==> src/design/sle_pkg.sv <==
// shared types, character codes and six-bit helper for the serial line packet encoder
package sle_pkg;

    // character codes
    localparam logic [7:0] NL_CHAR    = 8'h0A;
    localparam logic [7:0] BSL_CHAR   = 8'h5C;
    localparam logic [7:0] BRACE_CHAR = 8'h7D;

    // line mode codes (mode three behaves as six-bit)
    localparam logic [1:0] MODE_RAW    = 2'd0;
    localparam logic [1:0] MODE_ESCAPE = 2'd1;
    localparam logic [1:0] MODE_SIXBIT = 2'd2;

    // register indexes
    localparam logic REG_LINE_MODE   = 1'b0;
    localparam logic REG_CHAR_OFFSET = 1'b1;

    // reset values
    localparam logic [1:0] LINE_MODE_RST   = MODE_SIXBIT;
    localparam logic [7:0] CHAR_OFFSET_RST = 8'd32;

    // characters one input byte can give at most
    localparam int unsigned BURST_DEPTH = 5;
    localparam int unsigned BURST_CW    = $clog2(BURST_DEPTH + 1);

    typedef struct packed {
        logic [1:0] line_mode;
        logic [7:0] char_offset;
    } cfg_t;

    typedef struct packed {
        logic [7:0] line_char;
        logic       last_char;
    } char_t;

    // head of the character burst toward the output stage
    typedef struct packed {
        logic  valid;
        char_t item;
    } head_t;

    // six-bit value plus offset, backslash swapped for brace
    function automatic logic [7:0] six_char(input logic [5:0] v, input logic [7:0] off);
        logic [7:0] c;
        begin
            c = {2'b00, v} + off;
            if (c == BSL_CHAR)
            begin
                c = BRACE_CHAR;
            end
            return c;
        end
    endfunction

endpackage

==> src/design/sle_if.sv <==
// valid/ready stream interfaces for packet bytes and line characters

interface sle_byte_if;
    logic       valid;
    logic       ready;
    logic [7:0] data_byte;
    logic       end_of_packet;

    modport source (output valid, output data_byte, output end_of_packet, input ready);
    modport sink (input valid, input data_byte, input end_of_packet, output ready);
endinterface

interface sle_char_if;
    logic       valid;
    logic       ready;
    logic [7:0] line_char;
    logic       last_char;

    modport source (output valid, output line_char, output last_char, input ready);
    modport sink (input valid, input line_char, input last_char, output ready);
endinterface

==> src/design/sle_cfg.sv <==
// apb configuration registers: line mode and character offset
module sle_cfg
    import sle_pkg::*;
(
    input  logic        clk,
    input  logic        rst_n,
    input  logic        psel,
    input  logic        penable,
    input  logic        pwrite,
    input  logic [2:0]  paddr,
    input  logic [31:0] pwdata,
    output logic [31:0] prdata,
    output logic        pready,
    output cfg_t        cfg,
    output logic        group_clear
);

    logic [1:0] line_mode_reg;
    logic [7:0] char_offset_reg;
    logic       wr_en;

    assign pready = 1'b1;
    assign wr_en  = psel && penable && pwrite;

    // register writes
    always_ff @(posedge clk or negedge rst_n)
    begin
        if (!rst_n)
        begin
            line_mode_reg   <= LINE_MODE_RST;
            char_offset_reg <= CHAR_OFFSET_RST;
        end
        else if (wr_en)
        begin
            if (paddr[2] == REG_LINE_MODE)
            begin
                line_mode_reg <= pwdata[1:0];
            end
            else
            begin
                char_offset_reg <= pwdata[7:0];
            end
        end
    end

    // a mode write drops any open six-bit group
    assign group_clear = wr_en && (paddr[2] == REG_LINE_MODE);

    // read mux
    always_comb
    begin
        if (paddr[2] == REG_CHAR_OFFSET)
        begin
            prdata = {24'd0, char_offset_reg};
        end
        else
        begin
            prdata = {30'd0, line_mode_reg};
        end
    end

    assign cfg.line_mode   = line_mode_reg;
    assign cfg.char_offset = char_offset_reg;

endmodule

==> src/design/sle_enc.sv <==
// byte encoder: group state and the registered burst of characters per byte
module sle_enc
    import sle_pkg::*;
(
    input  logic       clk,
    input  logic       rst_n,
    input  cfg_t       cfg,
    input  logic       group_clear,
    sle_byte_if.sink   pkt,
    output head_t      head,
    input  logic       head_pop
);

    char_t                 burst_reg [BURST_DEPTH];
    char_t                 burst_next [BURST_DEPTH];
    logic [BURST_CW-1:0]   cnt_reg;
    logic [BURST_CW-1:0]   cnt_next;
    logic [15:0]           held_bytes_reg;
    logic [15:0]           held_bytes_next;
    logic [1:0]            group_count_reg;
    logic [1:0]            group_count_next;

    char_t                 gen [BURST_DEPTH];
    logic [BURST_CW-1:0]   gen_cnt;
    logic                  take;
    logic                  six_mode;
    logic                  esc;
    logic                  emit;
    logic [7:0]            g0;
    logic [7:0]            g1;
    logic [7:0]            g2;
    logic [7:0]            b;
    logic                  eop;
    logic [7:0]            off;

    assign b        = pkt.data_byte;
    assign eop      = pkt.end_of_packet;
    assign off      = cfg.char_offset;
    assign six_mode = cfg.line_mode[1];

    // room when the burst is empty or its last character leaves now
    assign pkt.ready = (cnt_reg == '0) || ((cnt_reg == BURST_CW'(1)) && head_pop);
    assign take      = pkt.valid && pkt.ready;

    // six-bit group bytes, open group padded with zeros
    always_comb
    begin
        g0 = (group_count_reg == 2'd0) ? b : held_bytes_reg[7:0];
        case (group_count_reg)
            2'd0:    g1 = 8'd0;
            2'd1:    g1 = b;
            default: g1 = held_bytes_reg[15:8];
        endcase
        g2 = (group_count_reg == 2'd2) ? b : 8'd0;
    end

    assign esc  = (b == NL_CHAR) || (b == BSL_CHAR);
    assign emit = (group_count_reg == 2'd2) || eop;

    // characters for the current byte
    always_comb
    begin
        for (int i = 0; i < BURST_DEPTH; i++)
        begin
            gen[i] = '{line_char: NL_CHAR, last_char: 1'b1};
        end
        gen_cnt          = '0;
        held_bytes_next  = held_bytes_reg;
        group_count_next = group_count_reg;
        if (six_mode)
        begin
            gen[0].line_char = six_char(g0[5:0], off);
            gen[1].line_char = six_char({g1[3:0], g0[7:6]}, off);
            gen[2].line_char = six_char({g2[1:0], g1[7:4]}, off);
            gen[3].line_char = six_char(g2[7:2], off);
            for (int i = 0; i < 4; i++)
            begin
                gen[i].last_char = 1'b0;
            end
            if (emit)
            begin
                gen_cnt          = eop ? BURST_CW'(5) : BURST_CW'(4);
                held_bytes_next  = '0;
                group_count_next = 2'd0;
            end
            else
            begin
                if (group_count_reg == 2'd0)
                begin
                    held_bytes_next = {8'd0, b};
                end
                else
                begin
                    held_bytes_next = {b, held_bytes_reg[7:0]};
                end
                group_count_next = group_count_reg + 2'd1;
            end
        end
        else if (cfg.line_mode == MODE_ESCAPE)
        begin
            if (esc)
            begin
                gen[0]  = '{line_char: BSL_CHAR, last_char: 1'b0};
                gen[1]  = '{line_char: b, last_char: 1'b0};
                gen_cnt = eop ? BURST_CW'(3) : BURST_CW'(2);
            end
            else
            begin
                gen[0]  = '{line_char: b, last_char: 1'b0};
                gen_cnt = eop ? BURST_CW'(2) : BURST_CW'(1);
            end
        end
        else
        begin
            gen[0]  = '{line_char: b, last_char: eop};
            gen_cnt = BURST_CW'(1);
        end
    end

    // burst load on transfer, shift on pop
    always_comb
    begin
        burst_next = burst_reg;
        cnt_next   = cnt_reg;
        if (take)
        begin
            burst_next = gen;
            cnt_next   = gen_cnt;
        end
        else if (head_pop)
        begin
            for (int i = 0; i < BURST_DEPTH - 1; i++)
            begin
                burst_next[i] = burst_reg[i + 1];
            end
            cnt_next = cnt_reg - BURST_CW'(1);
        end
    end

    always_ff @(posedge clk)
    begin
        burst_reg <= burst_next;
    end

    // control and group state
    always_ff @(posedge clk or negedge rst_n)
    begin
        if (!rst_n)
        begin
            cnt_reg         <= '0;
            held_bytes_reg  <= '0;
            group_count_reg <= 2'd0;
        end
        else
        begin
            cnt_reg <= cnt_next;
            if (group_clear)
            begin
                held_bytes_reg  <= '0;
                group_count_reg <= 2'd0;
            end
            else if (take)
            begin
                held_bytes_reg  <= held_bytes_next;
                group_count_reg <= group_count_next;
            end
        end
    end

    assign head.valid = (cnt_reg != '0);
    assign head.item  = burst_reg[0];

endmodule

==> src/design/sle_out.sv <==
// output register toward the line
module sle_out
    import sle_pkg::*;
(
    input  logic       clk,
    input  logic       rst_n,
    input  head_t      head,
    output logic       head_pop,
    sle_char_if.source line
);

    logic  valid_reg;
    char_t char_reg;
    logic  load;

    // register is free when empty or its character leaves now
    assign load     = !valid_reg || line.ready;
    assign head_pop = load && head.valid;

    always_ff @(posedge clk or negedge rst_n)
    begin
        if (!rst_n)
        begin
            valid_reg <= 1'b0;
        end
        else if (load)
        begin
            valid_reg <= head.valid;
        end
    end

    always_ff @(posedge clk)
    begin
        if (head_pop)
        begin
            char_reg <= head.item;
        end
    end

    assign line.valid     = valid_reg;
    assign line.line_char = char_reg.line_char;
    assign line.last_char = char_reg.last_char;

endmodule

==> src/design/serial_line_packet_encoder_top.sv <==
// Serial line packet encoder: packet bytes in, line characters out. Each accepted byte is
// turned into 0 to 5 characters held in a burst register, which drains one character per
// cycle, while the line is ready, through the output register; the next byte is taken
// when the burst is empty or in the cycle the last of its characters leaves, so bytes that
// give one character or none flow at one per cycle while the line is ready. A character
// passes from the burst register through the output register to the line. Registers: line
// mode at byte address 0 (0 raw, 1 escape framing, 2 or 3 six-bit packing; a write drops
// an open six-bit group) and character offset at address 4. Write them only while idle.
module serial_line_packet_encoder_top
    import sle_pkg::*;
(
    input  logic        clk,
    input  logic        rst_n,
    input  logic        psel,
    input  logic        penable,
    input  logic        pwrite,
    input  logic [2:0]  paddr,
    input  logic [31:0] pwdata,
    output logic [31:0] prdata,
    output logic        pready,
    sle_byte_if.sink    pkt,
    sle_char_if.source  line
);

    cfg_t  cfg;
    logic  group_clear;
    head_t head;
    logic  head_pop;

    // configuration registers
    sle_cfg u_cfg (
        .clk         (clk),
        .rst_n       (rst_n),
        .psel        (psel),
        .penable     (penable),
        .pwrite      (pwrite),
        .paddr       (paddr),
        .pwdata      (pwdata),
        .prdata      (prdata),
        .pready      (pready),
        .cfg         (cfg),
        .group_clear (group_clear)
    );

    // byte encoder and burst register
    sle_enc u_enc (
        .clk         (clk),
        .rst_n       (rst_n),
        .cfg         (cfg),
        .group_clear (group_clear),
        .pkt         (pkt),
        .head        (head),
        .head_pop    (head_pop)
    );

    // output register
    sle_out u_out (
        .clk      (clk),
        .rst_n    (rst_n),
        .head     (head),
        .head_pop (head_pop),
        .line     (line)
    );

endmodule
==> src/flat_wrapper.sv <==
// flat-port wrapper written by rule: the top's interface ports become plain ports
module serial_line_packet_encoder_top_flat import sle_pkg::*;
  (clk, rst_n, psel, penable, pwrite, paddr, pwdata, prdata, pready, pkt_valid, pkt_data_byte, pkt_end_of_packet, pkt_ready, line_valid, line_line_char, line_last_char, line_ready);
  sle_byte_if pkt_i ();
  sle_char_if line_i ();
  input  logic clk;
  input  logic rst_n;
  input  logic psel;
  input  logic penable;
  input  logic pwrite;
  input  logic [2:0] paddr;
  input  logic [31:0] pwdata;
  output logic [31:0] prdata;
  output logic pready;
  input wire logic [$bits(pkt_i.valid)-1:0] pkt_valid;
  input wire logic [$bits(pkt_i.data_byte)-1:0] pkt_data_byte;
  input wire logic [$bits(pkt_i.end_of_packet)-1:0] pkt_end_of_packet;
  output wire logic [$bits(pkt_i.ready)-1:0] pkt_ready;
  output wire logic [$bits(line_i.valid)-1:0] line_valid;
  output wire logic [$bits(line_i.line_char)-1:0] line_line_char;
  output wire logic [$bits(line_i.last_char)-1:0] line_last_char;
  input wire logic [$bits(line_i.ready)-1:0] line_ready;
  assign pkt_i.valid = pkt_valid;
  assign pkt_i.data_byte = pkt_data_byte;
  assign pkt_i.end_of_packet = pkt_end_of_packet;
  assign pkt_ready = pkt_i.ready;
  assign line_valid = line_i.valid;
  assign line_line_char = line_i.line_char;
  assign line_last_char = line_i.last_char;
  assign line_i.ready = line_ready;
  serial_line_packet_encoder_top u_core (.clk(clk), .rst_n(rst_n), .psel(psel), .penable(penable), .pwrite(pwrite), .paddr(paddr), .pwdata(pwdata), .prdata(prdata), .pready(pready), .pkt(pkt_i), .line(line_i));
endmodule
==> config.mk <==
export PLATFORM = sky130hd
export DESIGN_NAME = serial_line_packet_encoder_top_flat
export DESIGN_NICKNAME = d
export VERILOG_FILES = /design/src/design/sle_pkg.sv /design/src/design/sle_if.sv /design/src/design/sle_cfg.sv /design/src/design/sle_enc.sv /design/src/design/sle_out.sv /design/src/design/serial_line_packet_encoder_top.sv /design/src/flat_wrapper.sv
export SDC_FILE = /design/constraint.sdc
export NUM_CORES = 1
export LEC_CHECK = 0
export ABC_AREA = 0
export BUFFER_PORTS_ARGS = -buffer_cell sky130_fd_sc_hd__buf_2
export CAP_MARGIN = 5
export CORE_MARGIN = 4
export CORE_UTILIZATION = 35
export DETAILED_ROUTE_END_ITERATION = 10
export MAX_ROUTING_LAYER = met4
export SLEW_MARGIN = 20
export SYNTH_ARGS = -nofsm -noshare
export SYNTH_HDL_FRONTEND = slang
export SYNTH_HIERARCHICAL = 1
export SYNTH_SLANG_ARGS = --single-unit
export TNS_END_PERCENT = 100
==> constraint.sdc <==
create_clock -name clk -period 3.6 [get_ports clk]
set_input_delay 0.72 -clock clk [delete_from_list [all_inputs] [get_ports clk]]
set_output_delay 0.72 -clock clk [all_outputs]
set_load 0.005 [all_outputs]
# ---- After elaboration in Yosys (flattened, before gate mapping)
# Cells that the tools add are included.
dict set report word_totals {
  mem_bits_rw 0
  mem_count 0
  romBits 0
  wordCells 90
  inputBits 51
  latchBits 0
  out_inout_bits 44
  regBits 77
}
dict set report op_classes {
  n_eq_ne 10
  n_div 0
  mux 34
  n_bitwise 1
  n_mul 0
  addsub 6
  order_cmp 0
  shift 0
  n_reduce_logical 22
}
# cell count
set op_table {}
lappend op_table {{$mux 16} 5}
lappend op_table {{$mux 36} 2}
lappend op_table {{$mux 8} 7}
lappend op_table {{$eq 8x7->1 const B} 5}
lappend op_table {{$mux 18} 2}
lappend op_table {{$mux 9} 4}
lappend op_table {{$add 6x8->8} 4}
lappend op_table {{$pmux 8 s2} 1}
lappend op_table {{$mux 3} 5}
lappend op_table {{$mux 2} 6}
lappend op_table {{$eq 8x4->1 const B} 1}
lappend op_table {{$logic_and 1x1->1} 6}
lappend op_table {{$reduce_and 2->1} 3}
lappend op_table {{$reduce_bool 2->1} 3}
lappend op_table {{$reduce_bool 3->1} 2}
lappend op_table {{$eq 2x1->1 const B} 2}
lappend op_table {{$logic_or 1x1->1} 4}
lappend op_table {{$eq 3x1->1 const B} 1}
lappend op_table {{$logic_not 3->1} 1}
lappend op_table {{$reduce_and 3->1} 1}
lappend op_table {{$sub 3x1->3 const B} 1}
lappend op_table {{$add 2x1->2 const B} 1}
lappend op_table {{$eq 2x2->1 const B} 1}
lappend op_table {{$logic_not 2->1} 1}
lappend op_table {{3 further kinds} 4}

# ---- Logic depth before layout (Yosys ltp)
dict set report depth {
  ltp_word 8
  mapped_depth 14
  depth_no_buf 13
}

# ---- Hierarchy
# The synthesis kept the hierarchy.
# module seq_area_each_um2 cells_each n_inst area_per_inst_um2
set by_module_without_submodules {}
lappend by_module_without_submodules {sle_enc 1606.5 413 1 4121.5}
lappend by_module_without_submodules {sle_cfg 252.7 59 1 680.7}
lappend by_module_without_submodules {sle_out 295.3 13 1 314.1}

# ---- Worst setup path after synthesis
# No wires, ideal clock.
dict set report synth_path {
  kind {reg2reg}
  from {reg u_core.u_enc.group_count_reg[0]}
  to {reg u_core.u_enc.burst_reg (netlist bit u_core/u_enc/head[6]) (data pin)}
  t_required_ps 3341
  path_slack_ps 316
  arrival_time_ps 3025
  synth_period_minus_slack_ps 3284
  n_path_buf 1
  setup_ps 259
  stages_incl_launch_ff 13
  path_cell_list {dfrtp_1 -> inv_1 -> ha_1 -> clkbuf_1 -> mux2_2 -> ha_1 -> fa_1 -> a211oi_2 -> o21bai_1 -> a32o_1 -> nor3_1 -> nor2_1 -> o31a_1}
}
# element line_no
set synth_rtl {}
lappend synth_rtl {{from (decl)} sle_enc.sv:20} ;# logic [1:0] group_count_reg;
lappend synth_rtl {{from (signal assigned)} sle_enc.sv:165} ;# group_count_reg <= group_count_next;
lappend synth_rtl {{to (signal assigned)} sle_enc.sv:142} ;# burst_reg <= burst_next;
lappend synth_rtl {{to (decl)} sle_enc.sv:14} ;# char_t burst_reg [BURST_DEPTH];

==> qor.txt <==
RSZ-0062 raised after global routing - false
Top fanout value on the critical path - 6
Clock Sink Count - 77
Maximum number of pins on one net before global-route repair - 33
Final critical-path required period - 3.43 ns
Basic-gate share of the synthesized area counting and, or, nand and nor cells - 15.2%
Multiplexer share of the synthesized area - 5.60%
Count of state elements after synthesis - 77
Final Max Slew Viols - 0
Synthesized area - 0.00512 sq mm
Area share of fa/ha/maj cells after synthesis - 9.39%
Clock transition at path regs - 0.06 ns
Netlist cell types - 72
Horizontal die dimension - 129 microns
Power Internal - 2750 uW
Synthesized-area fraction occupied by ao, oa, aoi and oai cells - 15.2%
WL/cell - 17.5 microns
Die Outline Area - 0.0166 sq mm
Fraction of layout cells with a size suffix above 1 - 20.7%
Total detailed-routing wirelength - 12400 microns
Maxcap violations - 0
First-pass GRT wire length - 19700 microns
Worst Slack Setup Final - 0.174 ns
Reg power frac - 36.3%
Net load switching power - 1700 uW
Portion of the clock cycle consumed by the worst path in the final layout - 95.2%
Area overhead of the layout relative to synthesis - 10.1%
YS warnings - 6
Total area of sequential cells - 0.00215 sq mm
Comb power frac - 44.7%
Commonest non-fill, non-tap cell in the layout - edfxtp_1
Proportion of total power due to net switching - 38.2%
Chip Height - 129 microns
Worst R2R Setup Slack - 0.17 ns
Post-route design area - 0.00564 sq mm
Setup Total Neg Slack - 0 ns
Residual DRC - 0
Inserted Clock Buffers - 9
Final setup violation count - 0
Ys flop type - edfxtp_1
Max H-tree Level - 3
Detailed router's first-iteration violation count - 301
Part of the power in the clock network - 19.1%
Max reg flops - 27
Min-delay src - u_core/u_enc/head[8]$_DFFE_PP_
Number of input and output port buffers inserted - 43
Placement row count - 43
Final Wtd Congestion - 0.888
Top library cells by usage in the layout, fill and taps aside - 45 x edfxtp_1, 44 x nand2_1, 43 x buf_2
I/O Pins - 95
Vias per Instance - 5.24
TritonRoute pass-1 iters - 5
Max clock buf depth - 2
Transition time at the pin with the least slew margin - 0.801 ns
Number of flops mapped to enable cells by yosys - 45
CTS tree - done
Worst setup path class - flop to flop
Worst slew margin relative to its limit - 46.6%
Filler cells - 1407
Launching element of the worst setup path - u_core/u_enc/group_count_reg[0]$_DFFE_PN0P_
Total vias in the final route - 3700
Achievable frequency - 0.292 GHz
Area of placed instances - 0.00536 sq mm
Critical path endpoint category - flop
Aggregate global routing overflow - 0
Combinational family with the most area after synthesis - simple AND/OR/NAND/NOR gates
Setup fix buffers added after clock tree synthesis - 0
Ant diodes - 0
Number of endpoints with negative hold slack in the final report - 0
Post-synthesis sequential area ratio - 42.1%
Tot Pwr - 4450 uW
Highest ir drop seen on vdd - 0.302 mV
Power Dens Cells - 789 mW/mm^2
Number of nets at the end of the flow - 608
Clock latency on the worst-skew pair - 0.35 ns
HPWL reported at the end of detailed placement - 9140 microns
Critical path required time - 3.69 ns
Data arrival time of the critical path - 3.52 ns
Initial antenna violation count - 0
Final clock skew - 0.0101 ns
Origin of the critical flop-to-flop path - u_core/u_enc/group_count_reg[0]$_DFFE_PN0P_
Initial cell density of the core - 36.3%
Pre-CTS setup slack - 0.209 ns
ANT nets after route - 0
Combined area of the multi-input logic cells - 0.00260 sq mm
GRT Overall Usage - 15.9%
Clock root buffer master - clkbuf_16
Synth async-reset ratio - 41.6%
Synthesized area per cell - 10.5 sq um
Core Footprint - 0.0141 sq mm
Result of the run - finished clean
Kind of start point of the critical path - flop
Xor-xnor portion of the synthesized cell area - 3.60%
Count of mapped cells out of synthesis - 485
Vias in the first global route - 3857
Worst hold-check path type - flop to flop
Leakage power of the design - 0.00244 uW
## final cells by class
| type | count | share of cell area (%) |
|---|---|---|
| Tap cell | 180 | 4.00 |
| Clock inverter | 6 | 0.821 |
| Sequential cell | 77 | 38.2 |
| Multi-Input combinational cell | 362 | 46.2 |
| Clock buffer | 10 | 4.06 |
| Timing Repair Buffer | 55 | 5.64 |
| Inverter | 16 | 1.07 |
## metrics by stage
| step | hold slack (ns) | util, % | instances |
|---|---|---|---|
| global route | 0.441 | 40.0 | 706 |
| detailed placement | 0.405 | 38.0 | 690 |
| finish | 0.422 | 40.0 | 706 |
| CTS | 0.426 | 40.0 | 706 |
| global placement | 0.404 | 38.0 | 690 |
| floorplan | 0.424 | - | 508 |
## cell families after synthesis
| family | count (synthesis) |
|---|---|
| AND/OR/NAND/NOR | 141 |
| AO/OA/AOI/OAI | 113 |
| flip-flops | 77 |
| buffers and inverters | 69 |
| adder cells (fa/ha/maj) | 36 |
| multiplexers | 26 |
| XOR/XNOR | 21 |
| other | 2 |
## path summary, 6_finish.rpt
check | cells after the start | end
worst max-delay path | 11 | u_core/u_enc/head[6]$_DFFE_PP_
worst min-delay path | 0 | u_core/u_out/line.line_char[7]$_DFFE_PP_
worst max register to register | 11 | u_core/u_enc/head[6]$_DFFE_PP_
worst min register to register | 0 | u_core/u_out/line.line_char[7]$_DFFE_PP_
max in group asynchronous | 1 | u_core/u_enc/held_bytes_reg[8]$_DFFE_PN0P_
min in group asynchronous | 1 | u_core/u_enc/held_bytes_reg[7]$_DFFE_PN0P_
## worst max-delay path: stages, from the launching register on
cell and delay, ns:
dfrtp_1 0.41, inv_1 0.10, ha_1 0.29, buf_4 0.20
mux2_2 0.37, fa_1 0.45, a211oi_2 0.31, o21bai_1 0.17
a32o_1 0.24, nor3_1 0.25, nor2_1 0.10, o31a_1 0.28
## power groups by stage
stage,clock network (uW),registers [uW],logic [uW]
after floorplan,0,1580,1530
after global placement,0,1620,1930
after global routing,910,1660,2220
final,848,1610,1990
after CTS,877,1620,1990
after detailed placement,0,1630,1970
## cells in the mapped netlist (2+ instances only)
cell type / n / area (sq um)
mux2_2: 21 / 236
buf_2: 2 / 10.0
o31a_1: 3 / 26.3
nor3b_1: 4 / 30.0
o22ai_1: 2 / 12.5
nand3_1: 9 / 45.0
a221oi_1: 2 / 17.5
nand3b_1: 2 / 15.0
a31oi_1: 4 / 25.0
nor3_1: 7 / 35.0
dfrtp_1: 30 / 751
clkbuf_8: 2 / 27.5
xnor2_1: 16 / 140
conb_1: 2 / 7.51
and3_1: 5 / 31.3
ha_1: 32 / 400
dfstp_2: 2 / 52.6
nand2b_1: 6 / 37.5
buf_4: 34 / 255
o21ai_0: 28 / 140
or2_2: 2 / 12.5
nor2b_1: 4 / 25.0
o22a_1: 2 / 17.5
nand4_1: 5 / 31.3
xor2_1: 5 / 43.8
clkbuf_1: 8 / 30.0
or4b_1: 2 / 20.0
nor2_1: 19 / 71.3
a21o_1: 9 / 67.6
edfxtp_1: 45 / 1350
a22o_1: 17 / 149
o21a_1: 2 / 15.0
and2_1: 17 / 106
a21oi_1: 23 / 115
fa_1: 4 / 80.1
buf_6: 5 / 56.3
inv_1: 15 / 56.3
nand4b_1: 2 / 17.5
mux2i_1: 5 / 50.1
a22o_2: 2 / 20.0
nor4_1: 2 / 12.5
o211ai_1: 4 / 30.0
nand2_1: 44 / 165
## layer usage
layer | global-route usage [%] | part of all wire [%] | vias to the layer above
met1 | 20.0 | 45 | 1786
li1 | - | - | 1780
met2 | 25.7 | 48 | 118
met4 | 4.20 | 1.5 | 0
met3 | 4.11 | 5.3 | 16
met5 | - | 0 | -
## repair_timing
item / in CTS / in global routing
setup endpoints to repair: 0 / 3
hold buffers: 0 / 0
gates resized for setup: 0 / 1
Power figures use the tool's default switching activity.
